**src/rtl/rmsl_pkg.sv**
```systemverilog
// ----------------------------------------------------------------------------
// rmsl_pkg: shared definitions for the frame RMS level meter
// Field widths, reset values and the small status types that pass between
// the front end, the frame queue and the back end.
// ----------------------------------------------------------------------------
package rmsl_pkg;

   // Payload widths fixed by the interface.
   localparam int SAMPLE_W         = 16;
   localparam int LEVEL_W          = 16;
   localparam int FRAME_LENGTH_W   = 13;

   // Reset value of the frame length register.
   localparam logic [FRAME_LENGTH_W-1:0] FRAME_LENGTH_RESET = 13'd960;

   // Default bound on the effective frame length.
   localparam int DEF_MAX_FRAME_LENGTH = 4096;

   // A squared 16-bit magnitude is at most 2**30, so it fits in 31 bits.
   localparam int SQ_W = 31;

   // Queue fill status seen by the front end and by the top level.
   typedef struct packed {
      logic full;
      logic empty;
   } rmsl_q_stat_type;

endpackage

```
**src/rtl/rmsl_if.sv**
```systemverilog
// ----------------------------------------------------------------------------
// rmsl_if: channel interfaces of the frame RMS level meter
// Valid/ready channels for audio samples, level results and the frame
// length register write port.
// ----------------------------------------------------------------------------

// Audio sample channel.
interface rmsl_sample_if;
   import rmsl_pkg::*;
   logic                       valid;
   logic                       ready;
   logic signed [SAMPLE_W-1:0] audio_sample;

   modport source (output valid, output audio_sample, input ready);
   modport sink   (input valid, input audio_sample, output ready);
endinterface

// Level result channel.
interface rmsl_level_if;
   import rmsl_pkg::*;
   logic               valid;
   logic               ready;
   logic [LEVEL_W-1:0] rms_level;

   modport source (output valid, output rms_level, input ready);
   modport sink   (input valid, input rms_level, output ready);
endinterface

// Frame length register write channel.
interface rmsl_csr_if;
   import rmsl_pkg::*;
   logic                      valid;
   logic                      ready;
   logic [FRAME_LENGTH_W-1:0] frame_length;

   modport source (output valid, output frame_length, input ready);
   modport sink   (input valid, input frame_length, output ready);
endinterface

```
**src/rtl/rmsl_front.sv**
```systemverilog
// ----------------------------------------------------------------------------
// rmsl_front: sample intake and frame accumulation
// Holds the frame length register, takes one sample beat at a time, squares
// and accumulates it, and hands each finished frame sum with its length to
// the frame queue.
// ----------------------------------------------------------------------------
module rmsl_front #(
   parameter int MAX_FRAME_LENGTH = rmsl_pkg::DEF_MAX_FRAME_LENGTH,
   parameter int LEN_W            = 13,
   parameter int SUM_W            = 43
) (
   input  logic                     clock,
   input  logic                     reset,
   rmsl_sample_if.sink              req_bus,
   rmsl_csr_if.sink                 csr_bus,
   input  rmsl_pkg::rmsl_q_stat_type q_stat,
   output logic                     push_valid,
   output logic [SUM_W+LEN_W-1:0]   push_data
);
   import rmsl_pkg::*;

   logic [FRAME_LENGTH_W-1:0] frame_length_ff;
   logic                      pend_ff;
   logic [SAMPLE_W-1:0]       sample_ff;
   logic [SUM_W-1:0]          sum_ff, sum_in;
   logic [LEN_W-1:0]          cnt_ff, cnt_in;
   logic [LEN_W-1:0]          eff_len;
   logic [SAMPLE_W-1:0]       mag;
   logic [SQ_W-1:0]           square;
   logic                      frame_end;
   logic                      proceed;

   // Register writes are taken whenever the block is out of reset.
   assign csr_bus.ready = !reset;

   always_ff @(posedge clock) begin
      if (reset) begin
         frame_length_ff <= FRAME_LENGTH_RESET;
      end else if (csr_bus.valid) begin
         frame_length_ff <= csr_bus.frame_length;
      end
   end

   // Effective length: zero acts as one, large values clamp to the bound.
   always_comb begin
      if (frame_length_ff == '0) begin
         eff_len = LEN_W'(1);
      end else if (32'(frame_length_ff) > 32'(MAX_FRAME_LENGTH)) begin
         eff_len = LEN_W'(MAX_FRAME_LENGTH);
      end else begin
         eff_len = LEN_W'(frame_length_ff);
      end
   end

   // One sample beat is held until it has been accumulated.
   assign req_bus.ready = !pend_ff && !reset;

   always_ff @(posedge clock) begin
      if (req_bus.valid && !pend_ff) begin
         sample_ff <= req_bus.audio_sample;
      end
   end

   // Magnitude, square and running sums of the held sample.
   assign mag       = sample_ff[SAMPLE_W-1] ? (~sample_ff + 1'b1) : sample_ff;
   assign square    = SQ_W'(mag) * SQ_W'(mag);
   assign sum_in    = sum_ff + SUM_W'(square);
   assign cnt_in    = cnt_ff + 1'b1;
   assign frame_end = (cnt_in >= eff_len);

   // A frame end waits for room in the queue.
   assign proceed    = pend_ff && (!frame_end || !q_stat.full);
   assign push_valid = pend_ff && frame_end;
   assign push_data  = {sum_in, eff_len};

   always_ff @(posedge clock) begin
      if (reset) begin
         pend_ff <= 1'b0;
         sum_ff  <= '0;
         cnt_ff  <= '0;
      end else begin
         if (proceed) begin
            pend_ff <= 1'b0;
            sum_ff  <= frame_end ? '0 : sum_in;
            cnt_ff  <= frame_end ? '0 : cnt_in;
         end else if (req_bus.valid && !pend_ff) begin
            pend_ff <= 1'b1;
         end
      end
   end

endmodule

```
**src/rtl/rmsl_queue.sv**
```systemverilog
// ----------------------------------------------------------------------------
// rmsl_queue: two-entry frame queue
// Decouples the accumulating front end from the divide and root back end.
// ----------------------------------------------------------------------------
module rmsl_queue #(
   parameter int DATA_W = 56
) (
   input  logic                      clock,
   input  logic                      reset,
   input  logic                      push_valid,
   input  logic [DATA_W-1:0]         push_data,
   input  logic                      pop,
   output logic [DATA_W-1:0]         head_data,
   output rmsl_pkg::rmsl_q_stat_type q_stat
);
   import rmsl_pkg::*;

   logic [DATA_W-1:0] entry_ff [2];
   logic              wr_ptr_ff;
   logic              rd_ptr_ff;
   logic [1:0]        fill_ff;
   logic              do_push;
   logic              do_pop;

   assign q_stat.full  = (fill_ff == 2'd2);
   assign q_stat.empty = (fill_ff == 2'd0);
   assign do_push      = push_valid && !q_stat.full;
   assign do_pop       = pop && !q_stat.empty;
   assign head_data    = entry_ff[rd_ptr_ff];

   // Entry storage.
   always_ff @(posedge clock) begin
      if (do_push) begin
         entry_ff[wr_ptr_ff] <= push_data;
      end
   end

   // Pointers and fill level.
   always_ff @(posedge clock) begin
      if (reset) begin
         wr_ptr_ff <= 1'b0;
         rd_ptr_ff <= 1'b0;
         fill_ff   <= 2'd0;
      end else begin
         if (do_push) begin
            wr_ptr_ff <= !wr_ptr_ff;
         end
         if (do_pop) begin
            rd_ptr_ff <= !rd_ptr_ff;
         end
         fill_ff <= fill_ff + {1'b0, do_push} - {1'b0, do_pop};
      end
   end

endmodule

```
**src/rtl/rmsl_back.sv**
```systemverilog
// ----------------------------------------------------------------------------
// rmsl_back: per-frame divide and square root
// Takes one frame sum from the queue, divides it by the frame length one
// quotient bit per cycle, takes the floor square root one root bit per
// cycle and places the level in the result register.
// ----------------------------------------------------------------------------
module rmsl_back #(
   parameter int LEN_W = 13,
   parameter int SUM_W = 43
) (
   input  logic                   clock,
   input  logic                   reset,
   input  logic [SUM_W+LEN_W-1:0] head_data,
   input  logic                   q_empty,
   output logic                   pop,
   rmsl_level_if.source           rsp_bus
);
   import rmsl_pkg::*;

   localparam logic [1:0] ST_IDLE = 2'd0;
   localparam logic [1:0] ST_DIV  = 2'd1;
   localparam logic [1:0] ST_SQRT = 2'd2;
   localparam logic [1:0] ST_DONE = 2'd3;

   // A frame cut short by a lowered length can leave a mean far above 2**30,
   // so the root covers the whole sum width and the level is its low bits.
   localparam int ROOT_W     = (SUM_W + 1) / 2;
   localparam int ROOT_IN_W  = 2 * ROOT_W;
   localparam int SQRT_STEPS = ROOT_W;

   localparam int DIV_CNT_W  = $clog2(SUM_W);
   localparam int SQRT_CNT_W = $clog2(SQRT_STEPS);
   localparam int REM_W      = ROOT_W + 3;

   logic [1:0]            state_ff, state_in;
   logic [DIV_CNT_W-1:0]  div_cnt_ff;
   logic [SQRT_CNT_W-1:0] sqrt_cnt_ff;
   logic [SUM_W-1:0]      quo_ff, quo_in;
   logic [LEN_W-1:0]      div_ff;
   logic [LEN_W-1:0]      drem_ff, drem_in;
   logic [LEN_W:0]        drem_shift;
   logic                  qbit;
   logic [ROOT_IN_W-1:0]  val_ff;
   logic [REM_W-1:0]      srem_ff, srem_in, srem_shift, trial;
   logic [ROOT_W-1:0]     root_ff, root_in;
   logic                  out_valid_ff;
   logic [LEVEL_W-1:0]    out_level_ff;
   logic                  out_load;

   // Restoring division step: shift in the next dividend bit.
   assign drem_shift = {drem_ff, quo_ff[SUM_W-1]};
   assign qbit       = (drem_shift >= {1'b0, div_ff});
   assign drem_in    = qbit ? LEN_W'(drem_shift - {1'b0, div_ff}) : drem_shift[LEN_W-1:0];
   assign quo_in     = {quo_ff[SUM_W-2:0], qbit};

   // Square root step: bring down two bits and try the next root bit.
   assign srem_shift = {srem_ff[REM_W-3:0], val_ff[ROOT_IN_W-1 -: 2]};
   assign trial      = {(REM_W-ROOT_W-2)'(0), root_ff, 2'b01};
   assign srem_in    = (srem_shift >= trial) ? (srem_shift - trial) : srem_shift;
   assign root_in    = {root_ff[ROOT_W-2:0], (srem_shift >= trial)};

   assign pop      = (state_ff == ST_IDLE) && !q_empty;
   assign out_load = (state_ff == ST_DONE) && (!out_valid_ff || rsp_bus.ready);

   // Sequencer.
   always_comb begin
      state_in = state_ff;
      unique case (state_ff)
         ST_IDLE: begin
            if (!q_empty) begin
               state_in = ST_DIV;
            end
         end
         ST_DIV: begin
            if (div_cnt_ff == DIV_CNT_W'(SUM_W - 1)) begin
               state_in = ST_SQRT;
            end
         end
         ST_SQRT: begin
            if (sqrt_cnt_ff == SQRT_CNT_W'(SQRT_STEPS - 1)) begin
               state_in = ST_DONE;
            end
         end
         ST_DONE: begin
            if (out_load) begin
               state_in = ST_IDLE;
            end
         end
         default: state_in = ST_IDLE;
      endcase
   end

   always_ff @(posedge clock) begin
      if (reset) begin
         state_ff <= ST_IDLE;
      end else begin
         state_ff <= state_in;
      end
   end

   // Datapath registers of the divide and root units.
   always_ff @(posedge clock) begin
      unique case (state_ff)
         ST_IDLE: begin
            quo_ff     <= head_data[SUM_W+LEN_W-1:LEN_W];
            div_ff     <= head_data[LEN_W-1:0];
            drem_ff    <= '0;
            div_cnt_ff <= '0;
         end
         ST_DIV: begin
            quo_ff      <= quo_in;
            drem_ff     <= drem_in;
            div_cnt_ff  <= div_cnt_ff + 1'b1;
            val_ff      <= ROOT_IN_W'(quo_in);
            srem_ff     <= '0;
            root_ff     <= '0;
            sqrt_cnt_ff <= '0;
         end
         ST_SQRT: begin
            val_ff      <= {val_ff[ROOT_IN_W-3:0], 2'b00};
            srem_ff     <= srem_in;
            root_ff     <= root_in;
            sqrt_cnt_ff <= sqrt_cnt_ff + 1'b1;
         end
         ST_DONE: begin
            root_ff <= root_ff;
         end
         default: begin
            root_ff <= root_ff;
         end
      endcase
   end

   // Result register: a finished level waits here for its beat.
   always_ff @(posedge clock) begin
      if (reset) begin
         out_valid_ff <= 1'b0;
      end else if (out_load) begin
         out_valid_ff <= 1'b1;
      end else if (rsp_bus.ready) begin
         out_valid_ff <= 1'b0;
      end
   end

   always_ff @(posedge clock) begin
      if (out_load) begin
         out_level_ff <= root_ff[LEVEL_W-1:0];
      end
   end

   assign rsp_bus.valid     = out_valid_ff;
   assign rsp_bus.rms_level = out_level_ff;

endmodule

```
**src/rtl/frame_rms_level_top.sv**
```systemverilog
// ----------------------------------------------------------------------------
// frame_rms_level_top: frame-based RMS level meter
// Accumulates squared audio samples over a frame and reports the floor
// square root of the floored mean square once per frame.
// ----------------------------------------------------------------------------
// Each sample beat is first registered and then squared and accumulated in
// the front end, and no new sample is accepted until the held one has been
// accumulated. A frame's last sample pushes the frame sum and its length
// into a two-entry queue; the back end then runs the bit-serial divide of
// the SUM_W-bit frame sum (SUM_W = 30 + clog2(MAX_FRAME_LENGTH + 1), 43 by
// default) and the bit-serial square root, whose root is (SUM_W + 1) / 2
// bits wide (22 by default), before the level appears on rsp_bus. This runs
// in parallel with the next frame's samples; intake only stalls if two frame
// sums are already waiting. A frame length of zero acts as one, values above
// MAX_FRAME_LENGTH act as that bound, and the length in force at a frame's
// last sample is the divisor. When a lowered length cuts a long frame short
// the root can exceed 16 bits, and the level is its low 16 bits.
// ----------------------------------------------------------------------------
module frame_rms_level_top #(
   parameter int MAX_FRAME_LENGTH = rmsl_pkg::DEF_MAX_FRAME_LENGTH
) (
   input  logic          clock,
   input  logic          reset,
   rmsl_sample_if.sink   req_bus,
   rmsl_level_if.source  rsp_bus,
   rmsl_csr_if.sink      csr_bus
);
   import rmsl_pkg::*;

   localparam int LEN_W = $clog2(MAX_FRAME_LENGTH + 1);
   localparam int SUM_W = SQ_W + LEN_W - 1;

   logic                   push_valid;
   logic [SUM_W+LEN_W-1:0] push_data;
   logic [SUM_W+LEN_W-1:0] head_data;
   logic                   pop;
   rmsl_q_stat_type        q_stat;

   // Sample intake and accumulation.
   rmsl_front #(
      .MAX_FRAME_LENGTH (MAX_FRAME_LENGTH),
      .LEN_W            (LEN_W),
      .SUM_W            (SUM_W)
   ) u_front (
      .clock      (clock),
      .reset      (reset),
      .req_bus    (req_bus),
      .csr_bus    (csr_bus),
      .q_stat     (q_stat),
      .push_valid (push_valid),
      .push_data  (push_data)
   );

   // Frame sums waiting for the back end.
   rmsl_queue #(
      .DATA_W (SUM_W + LEN_W)
   ) u_queue (
      .clock      (clock),
      .reset      (reset),
      .push_valid (push_valid),
      .push_data  (push_data),
      .pop        (pop),
      .head_data  (head_data),
      .q_stat     (q_stat)
   );

   // Divide, square root and result register.
   rmsl_back #(
      .LEN_W (LEN_W),
      .SUM_W (SUM_W)
   ) u_back (
      .clock     (clock),
      .reset     (reset),
      .head_data (head_data),
      .q_empty   (q_stat.empty),
      .pop       (pop),
      .rsp_bus   (rsp_bus)
   );

   // The queue can never report full and empty together.
   a_q_stat_sane: assert property (@(posedge clock) disable iff (reset)
      !(q_stat.full && q_stat.empty))
      else $error("frame queue reports full and empty at once");

   // A frame sum pushed into a queue with room leaves it nonempty.
   a_push_lands: assert property (@(posedge clock) disable iff (reset)
      (push_valid && !q_stat.full) |=> !q_stat.empty)
      else $error("pushed frame sum not visible in queue");

   // A level beat that is not taken stays offered with the same value.
   a_level_hold: assert property (@(posedge clock) disable iff (reset)
      (rsp_bus.valid && !rsp_bus.ready) |=> (rsp_bus.valid && $stable(rsp_bus.rms_level)))
      else $error("waiting level beat changed or was dropped");

   // The back end only takes a frame sum that is present.
   a_pop_nonempty: assert property (@(posedge clock) disable iff (reset)
      pop |-> !q_stat.empty)
      else $error("back end popped an empty queue");

endmodule
```
**src/flat_wrapper.sv**
```systemverilog
// flat-port wrapper written by rule: the top's interface ports become plain ports
module frame_rms_level_top_flat import rmsl_pkg::*;
#(
   parameter int MAX_FRAME_LENGTH = rmsl_pkg::DEF_MAX_FRAME_LENGTH
)
  (clock, reset, req_bus_valid, req_bus_audio_sample, req_bus_ready, rsp_bus_valid, rsp_bus_rms_level, rsp_bus_ready, csr_bus_valid, csr_bus_frame_length, csr_bus_ready);
  rmsl_sample_if req_bus_i ();
  rmsl_level_if rsp_bus_i ();
  rmsl_csr_if csr_bus_i ();
  input  logic clock;
  input  logic reset;
  input wire logic [$bits(req_bus_i.valid)-1:0] req_bus_valid;
  input wire logic [$bits(req_bus_i.audio_sample)-1:0] req_bus_audio_sample;
  output wire logic [$bits(req_bus_i.ready)-1:0] req_bus_ready;
  output wire logic [$bits(rsp_bus_i.valid)-1:0] rsp_bus_valid;
  output wire logic [$bits(rsp_bus_i.rms_level)-1:0] rsp_bus_rms_level;
  input wire logic [$bits(rsp_bus_i.ready)-1:0] rsp_bus_ready;
  input wire logic [$bits(csr_bus_i.valid)-1:0] csr_bus_valid;
  input wire logic [$bits(csr_bus_i.frame_length)-1:0] csr_bus_frame_length;
  output wire logic [$bits(csr_bus_i.ready)-1:0] csr_bus_ready;
  assign req_bus_i.valid = req_bus_valid;
  assign req_bus_i.audio_sample = req_bus_audio_sample;
  assign req_bus_ready = req_bus_i.ready;
  assign rsp_bus_valid = rsp_bus_i.valid;
  assign rsp_bus_rms_level = rsp_bus_i.rms_level;
  assign rsp_bus_i.ready = rsp_bus_ready;
  assign csr_bus_i.valid = csr_bus_valid;
  assign csr_bus_i.frame_length = csr_bus_frame_length;
  assign csr_bus_ready = csr_bus_i.ready;
  frame_rms_level_top #(.MAX_FRAME_LENGTH(MAX_FRAME_LENGTH)) u_core (.clock(clock), .reset(reset), .req_bus(req_bus_i), .rsp_bus(rsp_bus_i), .csr_bus(csr_bus_i));
endmodule
```
**config.mk**
```make
export PLATFORM = sky130hd
export DESIGN_NAME = frame_rms_level_top_flat
export DESIGN_NICKNAME = d
export VERILOG_FILES = /design/src/rtl/rmsl_pkg.sv /design/src/rtl/rmsl_if.sv /design/src/rtl/rmsl_front.sv /design/src/rtl/rmsl_queue.sv /design/src/rtl/rmsl_back.sv /design/src/rtl/frame_rms_level_top.sv /design/src/flat_wrapper.sv
export SDC_FILE = /design/constraint.sdc
export NUM_CORES = 1
export LEC_CHECK = 0
export ABC_AREA = 0
export BUFFER_PORTS_ARGS = -buffer_cell sky130_fd_sc_hd__buf_2
export CORE_MARGIN = 4
export CORE_UTILIZATION = 50
export CTS_BUF_LIST = sky130_fd_sc_hd__clkbuf_4
export DETAILED_ROUTE_END_ITERATION = 10
export GPL_TIMING_DRIVEN = 0
export PLACE_DENSITY = 0.69
export SYNTH_ARGS = -nofsm -noshare
export SYNTH_HDL_FRONTEND = slang
export SYNTH_HIERARCHICAL = 1
export SYNTH_SLANG_ARGS = --single-unit
```
**constraint.sdc**
```tcl
create_clock -name clock -period 19 [get_ports clock]
set_input_delay 0.95 -clock clock [delete_from_list [all_inputs] [get_ports clock]]
set_output_delay 0.95 -clock clock [all_outputs]
set_load 0.005 [all_outputs]
```
**After elaboration in Yosys (flattened, before gate mapping)**

Memories as Yosys holds them, arrays and structs flattened. A register that Yosys moved wholly into a read port is not among the register bits.
Cells that the tools add are included.

- Bits in registers: 278
- Memories: 1
- Bits of input ports: 34
- RAM bits: 112

Memory list:

| memory | depth | bits a word | read ports | clocked after Yosys merged registers in | write ports | line | source |
|---|---|---|---|---|---|---|---|
| u_core.u_queue.entry_ff | 2 | 56 | 1 | 1 | 1 | rmsl_queue.sv:18 | `logic [DATA_W-1:0] entry_ff [2];` |

- Multipliers: 1
- $add $sub $neg: 9
- Equal/unequal tests: 10
- Muxes and demuxes: 25
- Bitwise gates (word level): 1
- Reductions and logical operators: 26
- Order comparisons: 4

Operators with widths:

| kind | number |
|---|---|
| case mux 44 bit (2 select lines) | 1 |
| case mux 43 bit (2 select lines) | 1 |
| 2-to-1 mux 13 bit | 4 |
| case mux 23 bit (2 select lines) | 1 |
| case mux 22 bit (2 select lines) | 1 |
| adder 43 x 31 -> 43 bit | 1 |
| 2-to-1 mux 43 bit | 1 |
| multiplier 16 x 16 -> 31 bit | 1 |
| case mux 13 bit (2 select lines) | 1 |
| greater-or-equal comparator 25 x 24 -> 1 bit | 1 |
| 2-to-1 mux 23 bit | 1 |
| subtractor 23 bit | 1 |
| adder 16 x 1 -> 16 bit, second input constant | 1 |
| 2-to-1 mux 16 bit | 1 |
| inverter 16 bit | 1 |
| greater-or-equal comparator 14 x 13 -> 1 bit | 1 |
| adder 13 x 1 -> 13 bit, second input constant | 1 |
| greater-or-equal comparator 13 bit | 1 |
| greater-than comparator 13 bit, second input constant | 1 |
| logical NOT 13 bit | 1 |
| subtractor 13 bit | 1 |
| case mux 6 bit (2 select lines) | 1 |
| case mux 5 bit (2 select lines) | 1 |
| logical AND 1 bit | 8 |
| other kinds (18) | 42 |

**Logic depth before layout (Yosys ltp)**

Gate-level depths: netlist (run 1).

- Depth in word-level cells: 8
- Gate-level depth with buffers: 43
- Gate-level depth less buffers: 41

**Modules after synthesis**

The synthesis (run 1) kept the hierarchy.

Modules (own cells, without submodules):

| module | sequential area each (sq um) | cells an instance | area an instance (sq um) | instances |
|---|---|---|---|---|
| rmsl_front | 1881.8 | 1437 | 12628.4 | 1 |
| rmsl_back | 5615.4 | 745 | 9638.0 | 1 |
| rmsl_queue | 3463.3 | 201 | 4284.1 | 1 |

**Worst setup path before layout (run 1)**

OpenSTA, ideal clock, no wires.

- Kind: register to register
- From: reg u_core.u_front.sample_ff[0]
- To: mem u_core.u_queue.entry_ff[0][43] (data pin)
- Path buffers: 1
- Period minus slack after synthesis: 9.778 ns
- Setup slack: 9.222 ns
- Cell stages (with the launch flop): 40
- Setup time: 0.258 ns
- Required time: 18.742 ns
- Arrival time: 9.520 ns
- Cell sequence: edfxtp_1 inv_1 clkbuf_1 ha_1 nand2_1 or3_1 o21a_1 xnor2_1 clkinv_1 nand2_1 inv_1 fa_1 inv_1 fa_1 inv_1 fa_1 fa_1 fa_1 [4 not listed] a21oi_1 o21bai_1 a21oi_1 o2bb2ai_1 a2111oi_0 o21bai_1 a21oi_1 xnor2_1 ha_1 nand2_1 nor2_1 a31o_2 a21oi_1 nor3b_1 a21boi_1 o31a_1 or3_1 and2_1

- Word-level cells in the longest chain between the ends: 5

Ends and longest elaborated chain:

| item | line | source |
|---|---|---|
| from (decl) | rmsl_front.sv:24 | `logic [SAMPLE_W-1:0] sample_ff;` |
| from (signal assigned) | rmsl_front.sv:60 | `sample_ff <= req_bus.audio_sample;` |
| inverter 16 bit | rmsl_front.sv:65 | `assign mag = sample_ff[SAMPLE_W-1] ? (~sample_ff + 1'b1) : sample_ff;` |
| adder 16 x 1 -> 16 bit | rmsl_front.sv:65 |  |
| 2-to-1 mux 16 bit * | rmsl_front.sv:65 |  |
| multiplier 16 x 16 -> 31 bit * | rmsl_front.sv:66 | `assign square = SQ_W'(mag) * SQ_W'(mag);` |
| adder 43 x 31 -> 43 bit * | rmsl_front.sv:67 | `assign sum_in = sum_ff + SUM_W'(square);` |
| via u_core.push_data[43] | frame_rms_level_top.sv:34 | `logic [SUM_W+LEN_W-1:0] push_data;` |
| to (decl) | rmsl_queue.sv:18 |  |

The timed path passes the listed nets; every way through them passes the cells marked *.

**Final worst setup path (run 1)**

- From: reg u_core.u_front.sample_ff[0]
- To: reg u_core.u_front.sum_ff[37]

- Word-level cells in the longest chain between the ends: 6

Ends and longest elaborated chain:

| item | line | source |
|---|---|---|
| inverter 16 bit | rmsl_front.sv:65 |  |
| adder 16 x 1 -> 16 bit | rmsl_front.sv:65 |  |
| 2-to-1 mux 16 bit * | rmsl_front.sv:65 |  |
| multiplier 16 x 16 -> 31 bit * | rmsl_front.sv:66 |  |
| adder 43 x 31 -> 43 bit * | rmsl_front.sv:67 |  |
| 2-to-1 mux 43 bit * | rmsl_front.sv:84 | `sum_ff <= frame_end ? '0 : sum_in;` |
| to (signal assigned) | rmsl_front.sv:84 |  |
| to (decl) | rmsl_front.sv:25 | `logic [SUM_W-1:0] sum_ff, sum_in;` |

Every way passes the cells marked *; elsewhere a longest branch is shown, timed or not.
A chain may end at the register's enable or synchronous reset.

==> qor.csv, run 1 <==
stage,metric,value,unit
setup_path,reg2reg_slack,6.80,ns
yosys,synth_seq_area_share,0.413,
floorplan,rows,84,
floorplan,die_x,238,um
yosys,synthCells,2383,
setup_path,cp-start-kind,flip-flop,
sta,skew,0.0511,ns
clocking,path_clk_slew,0.06,ns
clocking,h-tree-depth,3,
global_routing,grt_pass1_vias,18805,
setup_path,cp.required,19.69,ns
floorplan,coreArea,52600,um2
sta,final-hold-violation-count,0,
floorplan,num_io_pins,53,
setup_path,crit_top_cell,inv_1,
clocking,clock-sinks,391,
cells_and_area,nNetsFinal,2937,
setup_path,critPathKind,reg2reg,
setup_path,arrival,12.89,ns
sta,grt_setup_unrepaired,false,
setup_path,crit_fanout,10,
place,hpwl,42000,um
routing,drc,0,
sta,fmax,82.0,MHz
sta,fin_crit_sh,0.642,
place,port_buffers,51,
routing,routed_wl,55000,um
floorplan,die_area,56900,um2
yosys,ys_ff_latch,391,
routing,drtIter0Drc,840,
yosys,yosysTopAreaCell,edfxtp_1,
sta,max-slew-margin-rel,0.192,
clocking,cts_resized,0,
place,dp_cells,3134,
global_routing,top_usage_layer,met2,
cells_and_area,nFillCells,4461,
yosys,yosysWarnings,6,
global_routing,grt_max_degree,63,
setup_path,slowest_stage,xnor2_1,
sta,drv_slew,0,
global_routing,grt_first_pass_wirelength,91800,um
routing,postRouteAntennaNets,0,
status,outcome,completed,
routing,firstDrtPassIters,5,
cells_and_area,syn_to_final_growth,9.81,%
yosys,synth_area_leaders,"edfxtp_1 (35%), fa_1 (13%), ha_1 (8.9%)",
place,place_congestion,0.891,
floorplan,start_util,0.505,
yosys,avgSynthCellArea,11.1,um2
routing,via_per_inst,5.38,
global_routing,antenna_found_initial,3,
sta,final.setup.tns,0,ns
sta,period_minus_slack,12.20,ns
global_routing,overflow,0,
yosys,yosys_most_used_dff,edfxtp_1,
yosys,synthArstFlopShare,0,
routing,vias,17872,
clocking,cts_tree,built,
sta,finalSetupViolCount,0,
global_routing,grtUsageMet1,0.252,
yosys,synth_top_area_frac,0.354,
clocking,cts_setup_buffers,0,
worst_hold_path,min_path_type,in2reg,
cells_and_area,multi_input_comb_area,14100,um2
global_routing,grt_util_met3,0.0314,
floorplan,die-height,238,um
yosys,synth_edf_count,313,
global_routing,grtUsageTotal,0.196,
clocking,clockBufferDepth,3,
setup_path,crit_path_max_incr_delay,0.71,ns
run,drv_cap,0,
yosys,netlist_area,26600,um2
clocking,ctsHoldBuffers,0,
sta,worstMarginPinSlew,1.20,ns
cells_and_area,drive_above_1_share,0.141,
global_routing,grtUsageMet2,0.337,
setup_path,cp-end-kind,flip-flop,
clocking,clk_latency,0.81,ns
clocking,cts_made_buffers,101,
sta,holdWs,0.326,ns
clocking,ctsRootBufferMaster,clkbuf_4,
cells_and_area,final_cell_count_no_fill,3323,
yosys,yosysUniqueCellTypes,95,
cells_and_area,utilization,0.555,
routing,wire_per_inst,16.6,um
cells_and_area,seq_area,11000,um2
[worst paths after layout]
path	startpoint	cells past startpoint	to
setup / recovery	u_core/u_front/sample_ff[0]	43	u_core/u_front/sum_ff[37]
setup reg to reg	u_core/u_front/sample_ff[0]	43	u_core/u_front/sum_ff[37]
hold / removal	req_bus_audio_sample[14]	1	u_core/u_front/sample_ff[14]
hold reg to reg	u_core/u_back/root_ff[6]	0	u_core/u_back/rsp_bus.rms_level[6]
[per-stage QoR]
| stage | setup slack (ns) | instance area (um2) |
|---|---|---|
| after floorplan | 9.22 | 26600 |
| after global placement | 7.10 | 27700 |
| after detailed placement | 6.90 | 27800 |
| after CTS | 6.85 | 29100 |
| after global routing | 6.17 | 29200 |
| final | 6.80 | 29200 |
[registers in the layout (all words and copies together), names as in the netlist, 2 cells and up, named ones only]
name and count:
u_core/u_back/div_cnt_ff 6, u_core/u_back/div_ff 13, u_core/u_back/drem_ff 13, u_core/u_back/quo_ff 43, u_core/u_back/root_ff 22, u_core/u_back/rsp_bus.rms_level 16
u_core/u_back/sqrt_cnt_ff 5, u_core/u_back/srem_ff 23, u_core/u_back/state_ff 2, u_core/u_back/val_ff 44, u_core/u_front/cnt_ff 13, u_core/u_front/frame_length_ff 13
u_core/u_front/sample_ff 16, u_core/u_front/sum_ff 43, u_core/u_queue/entry_ff 112, u_core/u_queue/fill_ff 2
[worst max-delay path: cells and delay by family (launching register included)]
kind,cells,cell delay (ns)
compound gates,10,2.35
xor+xnor,2,0.86
fa+ha+maj,9,3.88
buf+inv,12,2.02
flops,1,0.66
simple gates,10,2.29
[synth_stat cells, types with 56 or more instances]
cell	count
mux2_1	56
a21oi_1	87
inv_1	318
edfxtp_1	313
xnor2_1	76
nor2_1	185
dfxtp_1	78
mux2_2	83
nand2_1	155
ha_1	188
fa_1	166
[placed cells by master (no fill, tap or decap), types with 6 or more instances in the layout]
cell type | Yosys | layout
conb_1 | 2 | 11
xnor2_1 | 76 | 76
nand2b_1 | 14 | 14
ha_1 | 188 | 187
mux2_2 | 83 | 83
o21bai_1 | 10 | 10
clkbuf_4 | 0 | 155
and2_1 | 8 | 8
a31oi_1 | 18 | 18
mux2i_1 | 30 | 30
o21a_1 | 17 | 17
a22o_1 | 31 | 31
mux2_1 | 56 | 56
a21oi_1 | 87 | 87
clkinv_1 | 4 | 20
o31ai_1 | 15 | 15
a211oi_1 | 19 | 19
buf_1 | 7 | 7
fa_1 | 166 | 166
and3_1 | 18 | 18
clkinv_2 | 0 | 9
inv_1 | 318 | 317
edfxtp_1 | 313 | 313
xor2_1 | 52 | 52
clkbuf_1 | 45 | 45
or4_1 | 6 | 6
a21o_1 | 47 | 47
nand4_1 | 19 | 19
dfxtp_1 | 78 | 78
or3_1 | 14 | 14
nand3b_1 | 9 | 9
nor2b_1 | 23 | 21
nand3_1 | 52 | 52
a22oi_1 | 13 | 13
buf_2 | 17 | 68
o21ai_0 | 51 | 51
nand2_1 | 155 | 155
o21ai_1 | 12 | 12
nor3_1 | 15 | 15
nor2_1 | 185 | 185
[final cells by class]
cell class	count	area share
Antenna cell	3	0.000257
Clock inverter	31	0.00678
Tap cell	688	0.0295
Sequential cell	391	0.376
Timing Repair Buffer	54	0.0109
Inverter	326	0.0421
Clock buffer	155	0.0399
Buffer	76	0.0121
Multi-Input combinational cell	1599	0.483
[cell families after synthesis]
group | after synthesis | share of synthesized area
other cells | 2 | 0.000283
xor+xnor | 129 | 0.0433
buf+inv | 402 | 0.0594
mux | 169 | 0.0703
compound gates | 385 | 0.102
simple gates | 551 | 0.0981
fa+ha+maj | 354 | 0.214
flops | 391 | 0.413
[layer usage]
layer	part of all wire	wire length [um]
met1	0.44	24500
met2	0.49	27100
met4	0.027	1500
met5	0.00036	20
met3	0.036	1970
Power of run 1 is not shown: default switching activity piles up to over one toggle a cycle in this logic, so the estimate is an artifact.
==> run 2: changes to the inputs <==
clock period = 12.52 ns   (was 19 ns; I/O delays follow)
==> qor.csv, run 2 (synthesis gave the netlist of run 1 again) <==
stage,metric,value,unit,change
status,outcome,completed,,
clocking,h-tree-depth,3,,unchanged
routing,drc,0,,unchanged
sta,final-hold-violation-count,0,,unchanged
clocking,clk_latency,0.81,ns,about the same
place,dp_cells,3134,,unchanged
global_routing,grt_first_pass_wirelength,92600,um,+0.85%
cells_and_area,drive_above_1_share,0.140,,-0.000299
routing,firstDrtPassIters,7,,+2
place,port_buffers,51,,unchanged
clocking,path_clk_slew,0.07,ns,about the same
sta,fin_crit_sh,0.947,,+0.305
global_routing,overflow,0,,unchanged
clocking,cts_tree,built,,
global_routing,grtUsageTotal,0.197,,+0.00164
sta,max-slew-margin-rel,0.238,,+0.0463
cells_and_area,nFillCells,4417,,-0.99%
global_routing,antenna_found_initial,3,,unchanged
setup_path,critPathKind,reg2reg,,
cells_and_area,mostFrequentLayoutCells,"inv_1 (317), edfxtp_1 (313), ha_1 (187)",,
setup_path,crit_start,u_core/u_front/sample_ff[0],,
sta,worstMarginPinSlew,1.13,ns,-0.0689 ns
setup_path,cp-end-kind,flip-flop,,
setup_path,reg2reg_slack,0.66,ns,-6.14 ns
clocking,cts_made_buffers,101,,unchanged
floorplan,num_io_pins,53,,unchanged
global_routing,grt_pass1_vias,18962,,+0.83%
worst_hold_path,hp-start,csr_bus_frame_length[2],,
setup_path,timing.rr.start,u_core/u_front/sample_ff[0],,
setup_path,cp-start-kind,flip-flop,,
routing,vias,18037,,+0.92%
floorplan,die-height,238,um,unchanged
clocking,clockBufferDepth,3,,unchanged
sta,final.setup.tns,0,ns,unchanged
cells_and_area,final_common_cell,inv_1,,
floorplan,start_util,0.505,,unchanged
floorplan,rows,84,,unchanged
cells_and_area,syn_to_final_growth,10.9,%,
routing,postRouteAntennaNets,0,,unchanged
run,drv_cap,0,,unchanged
sta,fmax,84.3,MHz,+2.9%
setup_path,slowest_stage,edfxtp_1,,
setup_path,arrival,12.55,ns,-0.34 ns
cells_and_area,utilization,0.560,,+0.00552
cells_and_area,top_regs,"u_core/u_queue/entry_ff x112, u_core/u_back/val_ff x44",,
sta,period_minus_slack,11.86,ns,-0.340 ns
setup_path,cp.required,13.21,ns,-6.48 ns
setup_path,critical_path.endpoint,u_core/u_front/sum_ff[37],,
routing,wire_per_inst,16.6,um,about the same
routing,drtIter0Drc,815,,-3.0%
cells_and_area,final_cell_count_no_fill,3349,,+0.78%
sta,drv_slew,0,,unchanged
setup_path,crit_top_cell,inv_1,,
worst_hold_path,min_path_type,in2reg,,
setup_path,crit_fanout,10,,unchanged
cells_and_area,nNetsFinal,2964,,+0.92%
floorplan,die_area,56900,um2,unchanged
sta,finalSetupViolCount,0,,unchanged
global_routing,grt_max_degree,63,,unchanged
setup_path,crit_path_max_incr_delay,0.65,ns,-0.06 ns
sta,holdWs,0.0802,ns,-0.246 ns
clocking,ctsRootBufferMaster,clkbuf_4,,
clocking,clock-sinks,391,,unchanged
routing,via_per_inst,5.39,,+0.14%
sta,skew,0.0547,ns,+0.00355 ns
floorplan,coreArea,52600,um2,unchanged
place,hpwl,42000,um,unchanged
cells_and_area,top_register,u_core/u_queue/entry_ff,,
setup_path,reg2regPathDepth,43,,unchanged
place,place_congestion,0.891,,unchanged
routing,routed_wl,55500,um,+0.79%
sta,grt_setup_unrepaired,false,,
setup_path,reg2reg_to,u_core/u_front/sum_ff[37],,
floorplan,die_x,238,um,unchanged
cells_and_area,largest_reg_flops,112,,unchanged
[run 2: layout make-up]
type                    instances  area, um2  area share
plain buffers                  76        352      0.0119
well taps                     688        861      0.0292
flip-flops and latches        391      11000       0.372
diodes                          2       5.00    0.000170
inverters                     326       1230      0.0416
multi-input cells            1599      14100       0.479
repair buffers                 81        588      0.0200
clock buffers                 155       1160      0.0395
clock inverters                31        198     0.00671
[run 2: layer usage]
metal	global-route usage	routed length, um	part of all wire
met5	0	0	0
met4	0.0711	1510	0.027
met3	0.0310	1970	0.035
met2	0.340	27400	0.49
met1	0.254	24600	0.44
[run 2: worst max-delay path: cells and delay by family (launching register included)]
kind                     cells  cell delay (ns)
buffers and inverters       12             1.95
adder cells (fa/ha/maj)      9             3.88
XOR/XNOR                     2             0.58
AND/OR/NAND/NOR             10             2.28
AO/OA/AOI/OAI               10             2.38
flip-flops                   1             0.65
[run 2: worst min path at each step]
stage / endpoint / slack [ns] / cells past startpoint
6_report: u_core/u_front/frame_length_ff[2] / 0.08 / 3
5_1_grt: u_core/u_front/frame_length_ff[1] / 0.01 / 3
4_1_cts: u_core/u_front/frame_length_ff[2] / 0.006 / 3
3_3_place_gp: u_core/u_back/rsp_bus.rms_level[15] / 0.44 / 0
2_1_floorplan: u_core/u_back/rsp_bus.rms_level[0] / 0.43 / 0
3_5_place_dp: u_core/u_back/rsp_bus.rms_level[6] / 0.44 / 0
[run 2: stage by stage]
stage | setup WS [ns] | area, um2
after floorplan | 2.74 | 26600
after global placement | 0.624 | 27700
after detailed placement | 0.416 | 27800
after CTS | 0.367 | 29400
after global routing | 0.000663 | 29400
final | 0.660 | 29400
[run 2: repair_timing]
action	in CTS	in global routing
buffers inserted	0	0
resized for setup	0	3
hold buffers	27	0
hold endpoints to repair	27	0
setup endpoints to repair	0	26
Power of run 2 is left out for the same reason.
